$ cat config.mk
export PLATFORM = sky130hd
export DESIGN_NAME = arh_fmul
export DESIGN_NICKNAME = d
export VERILOG_FILES = /design/src/arh_fmul.sv
export SDC_FILE = /design/constraint.sdc
export NUM_CORES = 2
export LEC_CHECK = 0
export BUFFER_PORTS_ARGS = -buffer_cell sky130_fd_sc_hd__buf_4
export CAP_MARGIN = 40
export CORE_ASPECT_RATIO = 1.4
export CORE_MARGIN = 3
export CORE_UTILIZATION = 63
export DETAILED_ROUTE_END_ITERATION = 8
export PLACE_DENSITY = 0.84
export SLEW_MARGIN = 20
export SYNTH_ARGS = -nofsm -noshare
export SYNTH_HDL_FRONTEND = slang
export SYNTH_SLANG_ARGS = --single-unit
$ cat constraint.sdc
create_clock -name vclk -period 23.1
set_input_delay 4.62 -clock vclk [all_inputs]
set_output_delay 4.62 -clock vclk [all_outputs]
set_load 0.02 [all_outputs]
$ cat src/arh_fmul.sv
`timescale 1ns / 1ps
// ----------------------------------------------------------------------------
// arh_fmul
// Signed fixed-point product (a*b)>>FB, truncated toward zero, magnitude
// capped at 2^VW. Combinational; caller registers the result.
// ----------------------------------------------------------------------------
module arh_fmul #(
	parameter int VW = 32,
	parameter int FB = 16
) (
	input  logic [VW-1:0] a,
	input  logic [VW-1:0] b,
	output logic [VW+1:0] p
);
	logic [VW-1:0]   ma, mb;
	logic [2*VW-1:0] pr;
	logic [2*VW-1:0] sh;
	logic [VW:0]     m;
	logic            ng;
	always_comb begin
		ma = a[VW-1] ? (~a + 1'b1) : a;
		mb = b[VW-1] ? (~b + 1'b1) : b;
		pr = ma * mb;
		sh = pr >> FB;
		m = (sh > {{(VW-1){1'b0}}, 1'b1, {VW{1'b0}}}) ? {1'b1, {VW{1'b0}}} : sh[VW:0];
		ng = a[VW-1] ^ b[VW-1];
		p = ng ? (~{1'b0, m} + 1'b1) : {1'b0, m};
	end
endmodule

Word-level counts from Yosys, hierarchy flattened
Cells that the tools add are included.
- mux-type cells: 4
- multiply operators: 1
- $add $sub $neg: 3
- bitwise gates (word level): 4
- order comparisons: 1
- operator list (cell ; number):
    32-bit by 1-bit adder with 32-bit output, second input constant ; 2
    32-bit by 32-bit multiplier with 64-bit output ; 1
    32-bit 2-to-1 mux ; 2
    32-bit inverter ; 2
    48-bit by 33-bit > comparator with 1-bit output, second input constant ; 1
    34-bit by 1-bit adder with 34-bit output, second input constant ; 1
    34-bit 2-to-1 mux ; 1
    33-bit inverter with 34-bit output ; 1
    33-bit 2-to-1 mux ; 1
    1-bit bitwise XOR ; 1
- output and inout port bits: 34
- flip-flop bits (word level): 0
- logic and storage cells: 13
- bits of input ports: 64

Logic depth before layout (Yosys ltp)
- depth in word-level cells: 9
- depth in mapped cells: 46
- mapped depth without buffers: 42

Worst setup path before layout
Ideal clock, no wire load.
- path kind: input to output
- start point: in a[0]
- end point: out p[28]
- path buffers: 3
- arrival: 16.186 ns
- required time: 18.480 ns
- path slack: 2.294 ns
- cell stages on the path: 43
- cell sequence: inv_1 -> clkbuf_1 -> ha_1 -> or3b_2 -> or3_1 -> or3_1 -> nand2b_1 -> o41a_1 -> xor2_1 -> clkbuf_1 -> nand2_1 -> fa_1 -> inv_1 -> fa_1 -> fa_1 -> inv_1 -> fa_1 -> inv_1 -> [... 7 more ...] -> clkbuf_1 -> nand4_1 -> nor2_1 -> o2111ai_1 -> or4b_1 -> and3_1 -> o21ai_0 -> xor2_1 -> or4_1 -> o31ai_4 -> nand3_1 -> ha_1 -> inv_1 -> nor3_1 -> nand2_1 -> o31ai_1 -> xnor2_1 -> o21ai_0
- word-level cells in the longest chain between the ends: 9
- ends and longest elaborated chain (element ; RTL line ; source):
    start, declared ; 11 ; input logic [VW-1:0] a,
    32-bit inverter ; 21 ; ma = a[VW-1] ? (~a + 1'b1) : a;
    32-bit by 1-bit adder with 32-bit output ; 21 ;
    32-bit 2-to-1 mux * ; 21 ;
    32-bit by 32-bit multiplier with 64-bit output * ; 23 ; pr = ma * mb;
    48-bit by 33-bit > comparator with 1-bit output ; 25 ; m = (sh > {{(VW-1){1'b0}}, 1'b1, {VW{1'b0}}}) ? {1'b1, {VW{1'b0}}} : sh[VW:0];
    33-bit 2-to-1 mux * ; 25 ;
    33-bit inverter with 34-bit output ; 27 ; p = ng ? (~{1'b0, m} + 1'b1) : {1'b0, m};
    34-bit by 1-bit adder with 34-bit output ; 27 ;
    34-bit 2-to-1 mux * ; 27 ;
    end, declared ; 13 ; output logic [VW+1:0] p
Mark *: on every way between the ends. The rest lies on a longest branch, timed or not.

Final worst setup path
- start point: in b[0]
- end point: out p[26]
- word-level cells in the longest chain between the ends: 9
- ends and longest elaborated chain (element ; RTL line ; source):
    start, declared ; 12 ; input logic [VW-1:0] b,
    32-bit inverter ; 22 ; mb = b[VW-1] ? (~b + 1'b1) : b;
    32-bit by 1-bit adder with 32-bit output ; 22 ;
    32-bit 2-to-1 mux * ; 22 ;
    32-bit by 32-bit multiplier with 64-bit output * ; 23 ;
    48-bit by 33-bit > comparator with 1-bit output ; 25 ;
    33-bit 2-to-1 mux * ; 25 ;
    33-bit inverter with 34-bit output ; 27 ;
    34-bit by 1-bit adder with 34-bit output ; 27 ;
    34-bit 2-to-1 mux * ; 27 ;
Marks and branches as above.

==> key figures <==
Route
  • DRC: 0
  • DR vias/cell: 6.31
  • Routed Wire Length: 122000 um
  • Post-route ant nets: 0
  • DR pass1 iterations: 6
  • DRT iter0 DRCs: 3350
  • Routed len/inst: 24.1 um
  • Vias: 31.9k

Global routing
  • First-pass GRT wire length: 192000 um
  • Gr ovfl total: 0
  • Vias in the first global route: 34.4k
  • Total track usage: 41.8%
  • Largest net degree at the start of global routing: 47
  • Initial antenna violation count: 2

Cells and area
  • Sequential cell count: 0
  • NumNets Final: 5549
  • Final core occ: 68.4%
  • Register area: 0 um^2
  • Clock buffer cells: 0
  • Fillers: 4433
  • Layout cells sized above 1: 7.26%
  • Area Growth Syn to Fin: 6.54%

Synthesis
  • Synth Area per Inst: 8.33 um^2
  • Register area share after synthesis: 0%
  • Netlist cell types: 85
  • Synth Instances: 4284
  • Post-synth top area cell: fa_1
  • Synth warn: 0
  • Top cell type's share of synthesized area: 50.2%
  • Synth Cell Area: 35700 um^2
  • Top cells by area, synth: fa_1, inv_1, ha_1
  • Syn_nets: 5506

Min path
  • Hold EP: p[33]
  • Hold depth: 5
  • Hold Crit Start: b[31]
  • Hold/Removal Path Class: primary input to output port

Timing
  • Slew Limit Fails: 0
  • Final setup fails: 0
  • Final TNS setup: 0 ns
  • Rel. slew slack: 31.8%
  • RSZ-0062 raised after global routing: no
  • Max Freq: 0.0443 GHz
  • Hold Vio Cnt, Final: 0
  • Minimum clock period: 22.58 ns
  • Period utilization: 97.8%
  • Worst Tran Pin Value: 1.02 ns

Die
  • I/O pin total: 98
  • FP Rows: 102
  • Die area: 59600 um^2
  • Die X: 207 um
  • Die H: 288 um
  • Core ar.: 55600 um^2
  • Initial Util: 64.2%

Place
  • Port bufs: 98
  • Hpwl dp: 104000 um
  • Routability congestion estimate from global placement: 1.03

CTS
  • Total setup buffers inserted after CTS: 0
  • Cts repair resizes: 0
  • Post-CTS Hold Fix Bufs: 0

Worst setup path
  • Most used cell, CP: fa_1
  • Worst path slowest cell: nor3_1
  • Slowest Stage Delay on Critical Path: 0.70 ns
  • CP required: 18.48 ns
  • Crit Path Category: primary input to output port
  • Critical path fanouts, max: 22
  • CP Launch Type: primary input
  • Arr. time, crit path: 17.96 ns
  • Crit path capture type: output port
  • CP startpoint: b[0]

Run status
  • Status: completed

Flow run
  • Max Cap Viol: 0
[how the worst max path moves through the flow]
stage               endpoint  slack (ns)  cells past startpoint
floorplan              p[28]        2.29                     43
global placement       p[28]        0.95                     44
detailed placement     p[28]        0.89                     44
CTS                    p[28]        0.83                     44
global route           p[18]        0.11                     40
finish                 p[26]        0.52                     41
[final cells by class]
cell class | instances | area [um^2] | area share [%]
Multi-Input combinational cell | 3194 | 31900 | 83.9
Inverter | 889 | 3340 | 8.77
Timing Repair Buffer | 242 | 1880 | 4.93
Tap cell | 728 | 911 | 2.39
Antenna cell | 1 | 2.50 | 0.00658
[cell usage after synthesis (4+ instances only)]
master       n
a211o_1      5
a211oi_1    15
a21boi_0     4
a21o_1      23
a21oi_1    104
a221oi_1     4
a31oi_1     14
and2_1      23
and3_1      14
and4_1       8
clkbuf_1   197
fa_1       895
ha_1       263
inv_1      889
mux2i_1      8
nand2_1    692
nand2b_1     9
nand3_1     27
nand4_1     39
nand4b_1     5
nor2_1     525
nor3_1      30
nor4_1      16
o2111ai_1    5
o211ai_1    19
o21a_1      24
o21ai_0     93
o21ai_1      7
o21bai_1     6
o311ai_0     5
o31a_1       6
o31ai_1     21
o41a_1       4
o41ai_1      4
or2_2        6
or3_1       27
or4_1       16
or4b_1       4
xnor2_1     84
xor2_1      78
[stage by stage]
step	instance area, um^2	hold WS, ns	worst slack, ns	cells
after global placement	37800	10.21	0.949	5028
after floorplan	35700	9.83	2.29	4284
after CTS	38000	10.22	0.825	5047
final	38000	10.23	0.516	5054
after detailed placement	38000	10.22	0.895	5047
after global routing	38000	10.28	0.115	5053
[layer usage]
metal | track usage [%] | routed length (um)
met5 | 0 | 0
met4 | 33.4 | 13500
met3 | 11.6 | 15100
met2 | 66.9 | 55500
met1 | 47.2 | 37900
[kinds of logic after synthesis]
| group | Yosys count | share of synthesized area [%] |
|---|---|---|
| simple gates | 1465 | 17.3 |
| fa+ha+maj | 1158 | 59.4 |
| buf+inv | 1090 | 11.5 |
| compound gates | 398 | 7.43 |
| xor+xnor | 162 | 3.97 |
| mux | 11 | 0.382 |
[layout by cell type, fill, tap and decap left out, types with 59 or more instances in the layout]
cell type / n
xor2_1: 64
fa_1: 895
ha_1: 263
o21ai_0: 91
buf_4: 225
nor2_1: 525
nand2_1: 692
inv_1: 889
xnor2_1: 59
a21oi_1: 104
[critical path: cells and delay by family]
family                   cells  cell delay (ns)
AND/OR/NAND/NOR             15             4.68
adder cells (fa/ha/maj)     11             5.11
AO/OA/AOI/OAI                5             1.47
buffers and inverters        9             1.62
XOR/XNOR                     1             0.44
Power is left out: the tool's default activity adds up to more than one toggle a clock period on the data nets, which glitch-free logic cannot reach.
